**src/point_set_min_max_normalizer_assert.svh**
```systemverilog
// Assertion macros for the point set min/max normalizer.
// Expects signals named clk and arst_n in the scope of every use.
`ifndef POINT_SET_MIN_MAX_NORMALIZER_ASSERT_SVH
`define POINT_SET_MIN_MAX_NORMALIZER_ASSERT_SVH

// The consequent must hold in the same cycle as the antecedent.
`define PSN_ASSERT_NOW(label, ante, cons, msg) \
	label: assert property (@(posedge clk) disable iff (!arst_n) (ante) |-> (cons)) \
		else $error(msg);

// The consequent must hold in the cycle after the antecedent.
`define PSN_ASSERT_NEXT(label, ante, cons, msg) \
	label: assert property (@(posedge clk) disable iff (!arst_n) (ante) |=> (cons)) \
		else $error(msg);

`endif

```
**src/psnorm_pkg.sv**
```systemverilog
// Package of the point set min/max normalizer: widths, codes, state and
// command types shared by the modules and interfaces. No dependencies.
`timescale 1ns / 1ps

package psnorm_pkg;

	localparam int MAX_POINTS = 1024;
	localparam int ADDR_W     = $clog2(MAX_POINTS);
	localparam int CNT_W      = $clog2(MAX_POINTS + 1);

	localparam int COORD_W = 16;
	localparam int VAL_W   = 32;
	localparam int MV_W    = 16;
	localparam int QUO_W   = 16;
	localparam int NUM_W   = VAL_W + MV_W;
	localparam int DIV_CNT_W = $clog2(QUO_W + 1);

	localparam logic [MV_W-1:0] MAX_VALUE_RESET = 16'hFF;

	typedef enum logic [1:0] {
		REQ_LOAD  = 2'd0,
		REQ_READ  = 2'd1,
		REQ_CLEAR = 2'd2
	} req_t;

	typedef enum logic [2:0] {
		ST_IDLE,
		ST_PREP,
		ST_MUL,
		ST_DIV_START,
		ST_DIV,
		ST_FINISH
	} state_t;

	typedef struct packed {
		logic [COORD_W-1:0] x;
		logic [COORD_W-1:0] y;
		logic [VAL_W-1:0]   v;
	} entry_t;

	typedef struct packed {
		logic load;
		logic clear;
		logic read_start;
		logic prep;
		logic mul;
		logic div_start;
		logic out_read;
	} cmd_t;

	typedef struct packed {
		logic read_avail;
		logic div_done;
	} sts_t;

endpackage

```
**src/psnorm_ctrl.sv**
```systemverilog
// Controller state machine: request handshake, read sequencing and the
// result valid flag. Depends on psnorm_pkg.
`timescale 1ns / 1ps

module psnorm_ctrl
	import psnorm_pkg::*;
(
	input  logic       clk,
	input  logic       arst_n,
	input  logic       req_valid,
	input  logic [1:0] req_type,
	output logic       req_ready,
	output logic       rsp_valid,
	input  logic       rsp_ready,
	input  sts_t       sts,
	output cmd_t       cmd
);

	state_t state_q;
	state_t state_d;
	logic   out_valid_q;
	logic   out_free;

	assign out_free  = !out_valid_q || rsp_ready;
	assign rsp_valid = out_valid_q;

	always_comb begin
		state_d = state_q;
		case (state_q)
			ST_IDLE: begin
				if (req_valid && out_free && (req_type == REQ_READ) && sts.read_avail) begin
					state_d = ST_PREP;
				end
			end
			ST_PREP:      state_d = ST_MUL;
			ST_MUL:       state_d = ST_DIV_START;
			ST_DIV_START: state_d = ST_DIV;
			ST_DIV: begin
				if (sts.div_done) begin
					state_d = ST_FINISH;
				end
			end
			ST_FINISH: begin
				if (out_free) begin
					state_d = ST_IDLE;
				end
			end
			default:      state_d = ST_IDLE;
		endcase
	end

	always_comb begin
		cmd       = '0;
		req_ready = 1'b0;
		case (state_q)
			ST_IDLE: begin
				req_ready = out_free;
				case (req_type)
					REQ_LOAD:  cmd.load = req_valid && out_free;
					REQ_READ:  cmd.read_start = req_valid && out_free && sts.read_avail;
					REQ_CLEAR: cmd.clear = req_valid && out_free;
					default:   cmd = '0;
				endcase
			end
			ST_PREP:      cmd.prep = 1'b1;
			ST_MUL:       cmd.mul = 1'b1;
			ST_DIV_START: cmd.div_start = 1'b1;
			ST_DIV:       cmd = '0;
			ST_FINISH:    cmd.out_read = out_free;
			default:      cmd = '0;
		endcase
	end

	always_ff @(posedge clk or negedge arst_n) begin
		if (!arst_n) begin
			state_q     <= ST_IDLE;
			out_valid_q <= 1'b0;
		end else begin
			state_q <= state_d;
			if (cmd.load || cmd.out_read) begin
				out_valid_q <= 1'b1;
			end else if (rsp_ready) begin
				out_valid_q <= 1'b0;
			end
		end
	end

endmodule
```
**config.mk**
```make
export PLATFORM = sky130hd
export DESIGN_NAME = psnorm_ctrl
export DESIGN_NICKNAME = d
export VERILOG_FILES = /design/src/point_set_min_max_normalizer_assert.svh /design/src/psnorm_pkg.sv /design/src/psnorm_ctrl.sv
export SDC_FILE = /design/constraint.sdc
export NUM_CORES = 1
export LEC_CHECK = 0
export ABC_AREA = 1
export BUFFER_PORTS_ARGS = -buffer_cell sky130_fd_sc_hd__buf_2
export CAP_MARGIN = 20
export CORE_AREA = 5 5 42 44
export CTS_BUF_LIST = sky130_fd_sc_hd__clkbuf_4 sky130_fd_sc_hd__clkbuf_8 sky130_fd_sc_hd__clkbuf_16
export DETAILED_ROUTE_END_ITERATION = 16
export DIE_AREA = 0 0 47 49
export PLACE_DENSITY_LB_ADDON = 0.2
export RECOVER_POWER = 100
export SYNTH_ARGS = -nofsm -noshare
export SYNTH_HDL_FRONTEND = slang
export SYNTH_SLANG_ARGS = --single-unit
export TNS_END_PERCENT = 1
```
**constraint.sdc**
```tcl
create_clock -name clk -period 2.5 [get_ports clk]
set_input_delay 0.25 -clock clk [delete_from_list [all_inputs] [get_ports clk]]
set_output_delay 0.25 -clock clk [all_outputs]
set_load 0.02 [all_outputs]
```
==> impl_metrics.ini, run 1 <==
[status]
run_status = completed

[finish]
final_cell_count_no_fill = 78
area.growth.synth_to_final_pct = 33.9
antennaDiodeCount = 0
multiInputGateArea_um2 = 159
finalInstanceArea_um2 = 410
num-fill-cells = 167
finish.net_count = 72
final_layout_size_suffix_gt1_frac = 0.290
register_area_um2 = 100

[place]
post-place-ws_ps = 1170
post-place-cells = 74
place.gp.congestion = 0.681
port-buffer-count = 16
hpwlAfterDp_um = 620
placement.cell_area_um2 = 399

[routing]
vias_per_cell = 4.24
detailroute.via_count = 331
detail_route.drc_violations = 0
avgRoutedWirePerCell_um = 9.37
detailedRoute.firstIterationViolations = 4
antenna_left = 0
dr.pass1.iters = 4
drt-total-wl_um = 731

[sta]
worst_slack_ps = 798
final-hold-violation-count = 0
hold_ws_ps = 351
timing.final.crit_share = 0.681
clock_skew_ps = 0.895
rsz0062_at_grt = no
timing.slew.headroom = 0.831
maxClockFrequency_ghz = 0.588
slew_viol_final = 0
timing_worst_slew_pin_value_ps = 254
fin_setup_tns_ps = 0
post-route-min-period_ps = 1700
timing.final.setup_violations = 0

[clock_network]
postCtsSetupRepairBufs = 0
post_cts_resize_count = 0
cts_tree = built
clock_latency_ps = 230
cts_num_sinks = 4
clock_tree.root_cell = sky130_fd_sc_hd__clkbuf_4
cts_made_buffers = 3
cts_max_path_buffers = 2
h_tree_depth = 1
cts.reportedPaths.clkPinSlew_ps = 30

[grt]
global_route.overflow_total = 0
grt_max_degree = 9
grt_pass1_vias = 275
grt_antenna_before_repair = 0
grt_pass1_wl_mm = 1.10
gr-usage-all-layers = 0.0734

[yosys]
syn_area_per_cell_um2 = 7.13
synthesis.instances = 43
synth-seq-area-share = 0.327
yosysUniqueCellTypes = 17
yosys_register_bits = 4
mappedNetlistNets = 51
synthesis.yosys.warnings = 0
post_synth_instance_area_um2 = 307

[setup_path]
worstSetupEndpointType = output pin
data_arrival_time_of_the_critical_path_ps = 1450
path_class = reg2out
biggest_fanout_along_the_worst_timing_path = 6
worst_ep_required_time_ps = 2250
worst_setup_path_start_kind = register

[pwr]
cell_internal_pwr_uw = 236
total_switching_power_uw = 258
reg_power_frac = 0.284
vdd_ir_max_v = 0.000376
leakage_power_uw = 0.000220
pwr-share-comb = 0.558
p_clk_frac = 0.158
total_power_density_per_cell_area_mw_per_mm2 = 1200
switching_share = 0.523

[hold_path]
min-delay-path-class = in2reg

[job]
maxcap_viol_count = 0

[floorplan]
core_area_mm2 = 0.00140
core.rowCount = 14
ios = 17
dieArea_mm2 = 0.00230
die_y_um = 49
die_x_um = 47
floorplan.initialDensity = 0.219
[sequential cells by signal, summed over array words and instances, names as in the netlist]
| name | flops |
|---|---|
| state_q | 3 |
| rsp_valid | 1 |
[layout by cell type (no fill, tap or decap)]
cell                            synthesis  final
sky130_fd_sc_hd__nand2_1                5      6
sky130_fd_sc_hd__inv_1                  5      7
sky130_fd_sc_hd__nand3_1                5      6
sky130_fd_sc_hd__inv_2                  3      1
sky130_fd_sc_hd__nor3_1                 2      2
sky130_fd_sc_hd__nor4_2                 1      1
sky130_fd_sc_hd__o21ai_2                1      1
sky130_fd_sc_hd__nand2_2                3      2
sky130_fd_sc_hd__a21oi_1                1      1
sky130_fd_sc_hd__clkbuf_1               0      9
sky130_fd_sc_hd__clkbuf_4               0      3
sky130_fd_sc_hd__dlygate4sd3_1          0      1
sky130_fd_sc_hd__o21ai_0                1      1
sky130_fd_sc_hd__dfrtp_1                4      4
sky130_fd_sc_hd__nor2_1                 5      6
sky130_fd_sc_hd__nor2_2                 3      2
sky130_fd_sc_hd__nor2_4                 1      1
sky130_fd_sc_hd__buf_2                  0      7
sky130_fd_sc_hd__or2_1                  1      1
[repair_timing]
action | in CTS | in global routing
hold buffers | 1 | 0
hold endpoints to repair | 4 | 0
setup endpoints to repair | 0 | 0
[cell usage after synthesis]
library cell | n | area (um2)
sky130_fd_sc_hd__inv_1 | 5 | 18.8
sky130_fd_sc_hd__nand2_1 | 5 | 18.8
sky130_fd_sc_hd__nand3_1 | 5 | 25.0
sky130_fd_sc_hd__nor2_1 | 5 | 18.8
sky130_fd_sc_hd__dfrtp_1 | 4 | 100
sky130_fd_sc_hd__inv_2 | 3 | 11.3
sky130_fd_sc_hd__nand2_2 | 3 | 18.8
sky130_fd_sc_hd__nor2_2 | 3 | 18.8
sky130_fd_sc_hd__nor3_1 | 2 | 10.0
sky130_fd_sc_hd__a21oi_1 | 1 | 5.00
sky130_fd_sc_hd__buf_4 | 1 | 7.51
sky130_fd_sc_hd__nand3_2 | 1 | 10.0
sky130_fd_sc_hd__nor2_4 | 1 | 11.3
sky130_fd_sc_hd__nor4_2 | 1 | 12.5
sky130_fd_sc_hd__o21ai_0 | 1 | 5.00
sky130_fd_sc_hd__o21ai_2 | 1 | 8.76
sky130_fd_sc_hd__or2_1 | 1 | 6.26
[path summary, 6_finish.rpt]
| kind | end | cells after the start | startpoint | slack (ps) |
|---|---|---|---|---|
| max in group asynchronous | rsp_valid$_DFFE_PN0P_ | 2 | arst_n | 1910 |
| min in group asynchronous | state_q[1]$_DFFE_PN0P_ | 2 | arst_n | 390 |
| hold / removal | state_q[2]$_DFFE_PN0P_ | 4 | sts[0] | 350 |
| setup reg to reg | state_q[0]$_DFFE_PN0P_ | 6 | state_q[0]$_DFFE_PN0P_ | 1360 |
| setup / recovery | cmd[6] | 6 | state_q[0]$_DFFE_PN0P_ | 800 |
| hold reg to reg | rsp_valid$_DFFE_PN0P_ | 2 | rsp_valid$_DFFE_PN0P_ | 580 |
[area by class of cell]
class                           instances  area share
Clock buffer                            3      0.0549
Inverter                                8      0.0732
Multi-Input combinational cell         30       0.387
Sequential cell                         4       0.244
Tap cell                               16      0.0488
Timing Repair Buffer                   17       0.192
[power by group through the flow]
stage | sequential [uW] | clock [uW] | combinational (uW)
floorplan | 133 | 0 | 238
global placement | 145 | 0 | 304
detailed placement | 147 | 0 | 302
CTS | 147 | 82.4 | 304
global route | 146 | 84.6 | 301
finish | 140 | 78.3 | 275
[worst max-delay path, stage by stage, from the launching register on]
cell,delay (ps)
sky130_fd_sc_hd__dfrtp_1,420
sky130_fd_sc_hd__nor2_1,160
sky130_fd_sc_hd__nand2_1,140
sky130_fd_sc_hd__inv_1,110
sky130_fd_sc_hd__nand3_1,100
sky130_fd_sc_hd__inv_1,60
sky130_fd_sc_hd__clkbuf_1,220
[through the flow]
stage,util,total power [uW]
2_1_floorplan,-,371
5_1_grt,0.293,531
3_3_place_gp,0.285,449
3_5_place_dp,0.285,448
4_1_cts,0.308,533
6_report,0.293,494
[logic make-up after synthesis]
| kind of cell | synth area share |
|---|---|
| DFF | 0.327 |
| AOI/OAI and AO/OA | 0.0612 |
| and+or+nand+nor | 0.490 |
| buffers and inverters | 0.122 |
[metal layers]
metal / vias to the layer above / share of wire / GRT usage
met5: - / 0 / 0
li1: 176 / - / -
met4: 0 / 0.052 / 0.0829
met3: 4 / 0.089 / 0.0332
met1: 136 / 0.47 / 0.0885
met2: 15 / 0.39 / 0.0837
No activity file was read; power rests on OpenSTA's default activity.
==> run 2: changes to the inputs <==
--- a/config.mk
+++ b/config.mk
@@ -5,7 +5,7 @@
 export SDC_FILE = /design/constraint.sdc
 export NUM_CORES = 1
 export LEC_CHECK = 0
-export ABC_AREA = 1
+export ABC_AREA = 0
 export BUFFER_PORTS_ARGS = -buffer_cell sky130_fd_sc_hd__buf_2
 export CAP_MARGIN = 20
 export CORE_AREA = 5 5 42 44
==> constraint.sdc (replaced) <==
create_clock -name clk -period 1.4 [get_ports clk]
set_input_delay 0.14 -clock clk [delete_from_list [all_inputs] [get_ports clk]]
set_output_delay 0.14 -clock clk [all_outputs]
set_load 0.02 [all_outputs]
==> impl_metrics.ini, run 2 <==
[clock_network]
h_tree_depth = 1
cts_max_path_buffers = 2
clock_latency_ps = 230
cts_num_sinks = 4
cts_made_buffers = 3
cts.reportedPaths.clkPinSlew_ps = 40
clock_tree.root_cell = sky130_fd_sc_hd__clkbuf_4
cts_tree = built

[pwr]
p_clk_frac = 0.141
power_uw = 982
leakage_power_uw = 0.000247
reg_power_frac = 0.194
total_power_density_per_cell_area_mw_per_mm2 = 2020
pwr-share-comb = 0.665
total_switching_power_uw = 396
switching_share = 0.403
cell_internal_pwr_uw = 586
vdd_ir_max_v = 0.000941

[grt]
grt_max_degree = 9
grt_pass1_wl_mm = 1.26
global_route.overflow_total = 0
gr-usage-all-layers = 0.0735
grt_pass1_vias = 313
grt_antenna_before_repair = 0

[setup_path]
worst_setup_path_endpoint = cmd[5]
critical_path.reg2reg.endpoint = rsp_valid$_DFFE_PN0P_
path_delay_family = simple AND/OR/NAND/NOR gates
rrSetupSlack_ps = 110
regToRegStartpoint = state_q[1]$_DFFE_PN0P_
critical-path-slowest-cell = sky130_fd_sc_hd__or3_4
biggest_fanout_along_the_worst_timing_path = 3
worstRegToRegCells = 4
crit_chain = or3_4 > nor3b_4 > and3_1 > buf_6
cp.buffers_inverters = 1
path_class = reg2out
data_arrival_time_of_the_critical_path_ps = 1500
worstSetupPathDepth = 4
cp-startpoint = state_q[1]$_DFFE_PN0P_
worstSetupEndpointType = output pin
worst_ep_required_time_ps = 1260
worst_setup_path_start_kind = register
cpPeakStageDelay_ps = 400

[routing]
antenna_left = 0
avgRoutedWirePerCell_um = 10.4
detailroute.via_count = 315
detail_route.drc_violations = 0
vias_per_cell = 4.57
dr.pass1.iters = 2
drt-total-wl_um = 720
detailedRoute.firstIterationViolations = 1

[floorplan]
die_x_um = 47
floorplan.initialDensity = 0.204
core_area_mm2 = 0.00140
die_y_um = 49
ios = 17
core.rowCount = 14
dieArea_mm2 = 0.00230

[sta]
timing_worst_slew_pin_value_ps = 444
slew_viol_final = 0
post-route-min-period_ps = 1640
maxClockFrequency_ghz = 0.611
clock_skew_ps = 0.697
timing.slew.headroom = 0.703
fin_setup_tns_ps = -690
rsz0062_at_grt = yes
timing.final.crit_share = 1.17
worst_slack_ps = -235
final-hold-violation-count = 0
timing.final.setup_violations = 4

[yosys]
yosysUniqueCellTypes = 20
synth_common_cells = sky130_fd_sc_hd__dfrtp_1 (4), sky130_fd_sc_hd__nor2b_1 (3)
synth_ff_type = sky130_fd_sc_hd__dfrtp_1
synthesis.yosys.warnings = 0
synthesis.instances = 29
syn_area_per_cell_um2 = 9.84
yosys_register_bits = 4
synth_most_common_cell = sky130_fd_sc_hd__dfrtp_1
asyncSetResetFlopFracSynth = 1.00
edff_count_synth = 0
synth-seq-area-share = 0.351
yosysTopAreaCell = sky130_fd_sc_hd__dfrtp_1
mappedNetlistNets = 37
post_synth_instance_area_um2 = 285
post-synth-top-area-fraction = 0.351
synth.area.top_cells = sky130_fd_sc_hd__dfrtp_1 (35%), sky130_fd_sc_hd__nor2b_1 (6.6%), sky130_fd_sc_hd__nor3b_1 (5.3%)

[finish]
post_layout_utilization_of_the_core = 0.347
finish.net_count = 63
finalInstanceArea_um2 = 487
area.growth.synth_to_final_pct = 70.6
layout_common_cells = sky130_fd_sc_hd__buf_2 (8), sky130_fd_sc_hd__buf_4 (6), sky130_fd_sc_hd__dfrtp_1 (4)
final_layout_size_suffix_gt1_frac = 0.604
layout_commonest_cell = sky130_fd_sc_hd__buf_2
flip_flop_count_of_the_largest_register_after_layout = 3
antennaDiodeCount = 0
largest_register = state_q

[status]
failing_checks = setup timing
run_status = finished, violations left

[place]
hpwlAfterDp_um = 631
port-buffer-count = 16
placement.cell_area_um2 = 417
place.gp.congestion = 0.689

[hold_path]
min-delay-path-class = in2reg

[job]
maxcap_viol_count = 0
[run 2: cell types whose count changed after synthesis, moves of 3 or more]
cell / delta
sky130_fd_sc_hd__nand3_1: -4
sky130_fd_sc_hd__inv_1: -4
sky130_fd_sc_hd__inv_2: -3
sky130_fd_sc_hd__nor2_1: -4
sky130_fd_sc_hd__nor2_2: -3
sky130_fd_sc_hd__nor2b_1: +3
sky130_fd_sc_hd__nand2_2: -3
sky130_fd_sc_hd__nand2_1: -5
[run 2: cells by family (layout without fill, tap and decap cells)]
family,count (synthesis),after routing,synth area share
AO/OA/AOI/OAI,4,4,0.118
buffers and inverters,2,26,0.0526
flip-flops,4,4,0.351
AND/OR/NAND/NOR,18,18,0.443
multiplexers,1,1,0.0351
[run 2: worst min-delay path, stage by stage]
cell and delay, ps:
sky130_fd_sc_hd__buf_2 80, sky130_fd_sc_hd__mux2i_1 50, sky130_fd_sc_hd__o32ai_1 140
[run 2: power groups by stage]
stage	combinational (uW)	sequential [uW]	clock [uW]
after global placement	579	192	0
after detailed placement	580	193	0
final	653	190	138
after CTS	601	192	145
after floorplan	344	221	0
after global routing	713	198	153
[run 2: final cells by class]
type	count	area, um2
sequential	4	100
fill	157	915
multi-input combinational	23	194
timing repair buffer	22	146
tap	16	20.0
clock buffer	3	22.5
inverter	1	3.75
[run 2: per-stage QoR]
step	setup WS [ps]	hold WS [ps]	std cells
final	-235	241	69
after global routing	-316	269	69
after detailed placement	-33.4	-52.8	65
after floorplan	-86.5	-156	29
after global placement	-22.8	-50.1	65
after CTS	-241	241	69
[run 2: per-layer routing]
| layer | global-route usage | up-vias | wire length, um |
|---|---|---|---|
| met4 | 0.0276 | 0 | 0 |
| met1 | 0.0889 | 148 | 278 |
| met3 | 0.0406 | 0 | 59 |
| met2 | 0.106 | 10 | 382 |
| met5 | 0 | - | 0 |
| li1 | - | 157 | - |
[run 2: worst min-delay path by stage]
stage | from | to | slack, ps | cells past startpoint
after floorplan | arst_n | rsp_valid$_DFFE_PN0P_ | -160 | 0
after global placement | arst_n | rsp_valid$_DFFE_PN0P_ | -50 | 1
after detailed placement | arst_n | state_q[0]$_DFFE_PN0P_ | -50 | 1
after CTS | arst_n | rsp_valid$_DFFE_PN0P_ | 240 | 2
after global routing | req_type[1] | rsp_valid$_DFFE_PN0P_ | 270 | 3
final | sts[0] | state_q[0]$_DFFE_PN0P_ | 240 | 3
[run 2: timing repair]
item                       CTS  global route
setup buffers                0             0
hold endpoints to repair     4             0
hold buffers                 1             0
gates resized for setup      4             8
setup endpoints to repair    4             7
pin swaps                    3             2
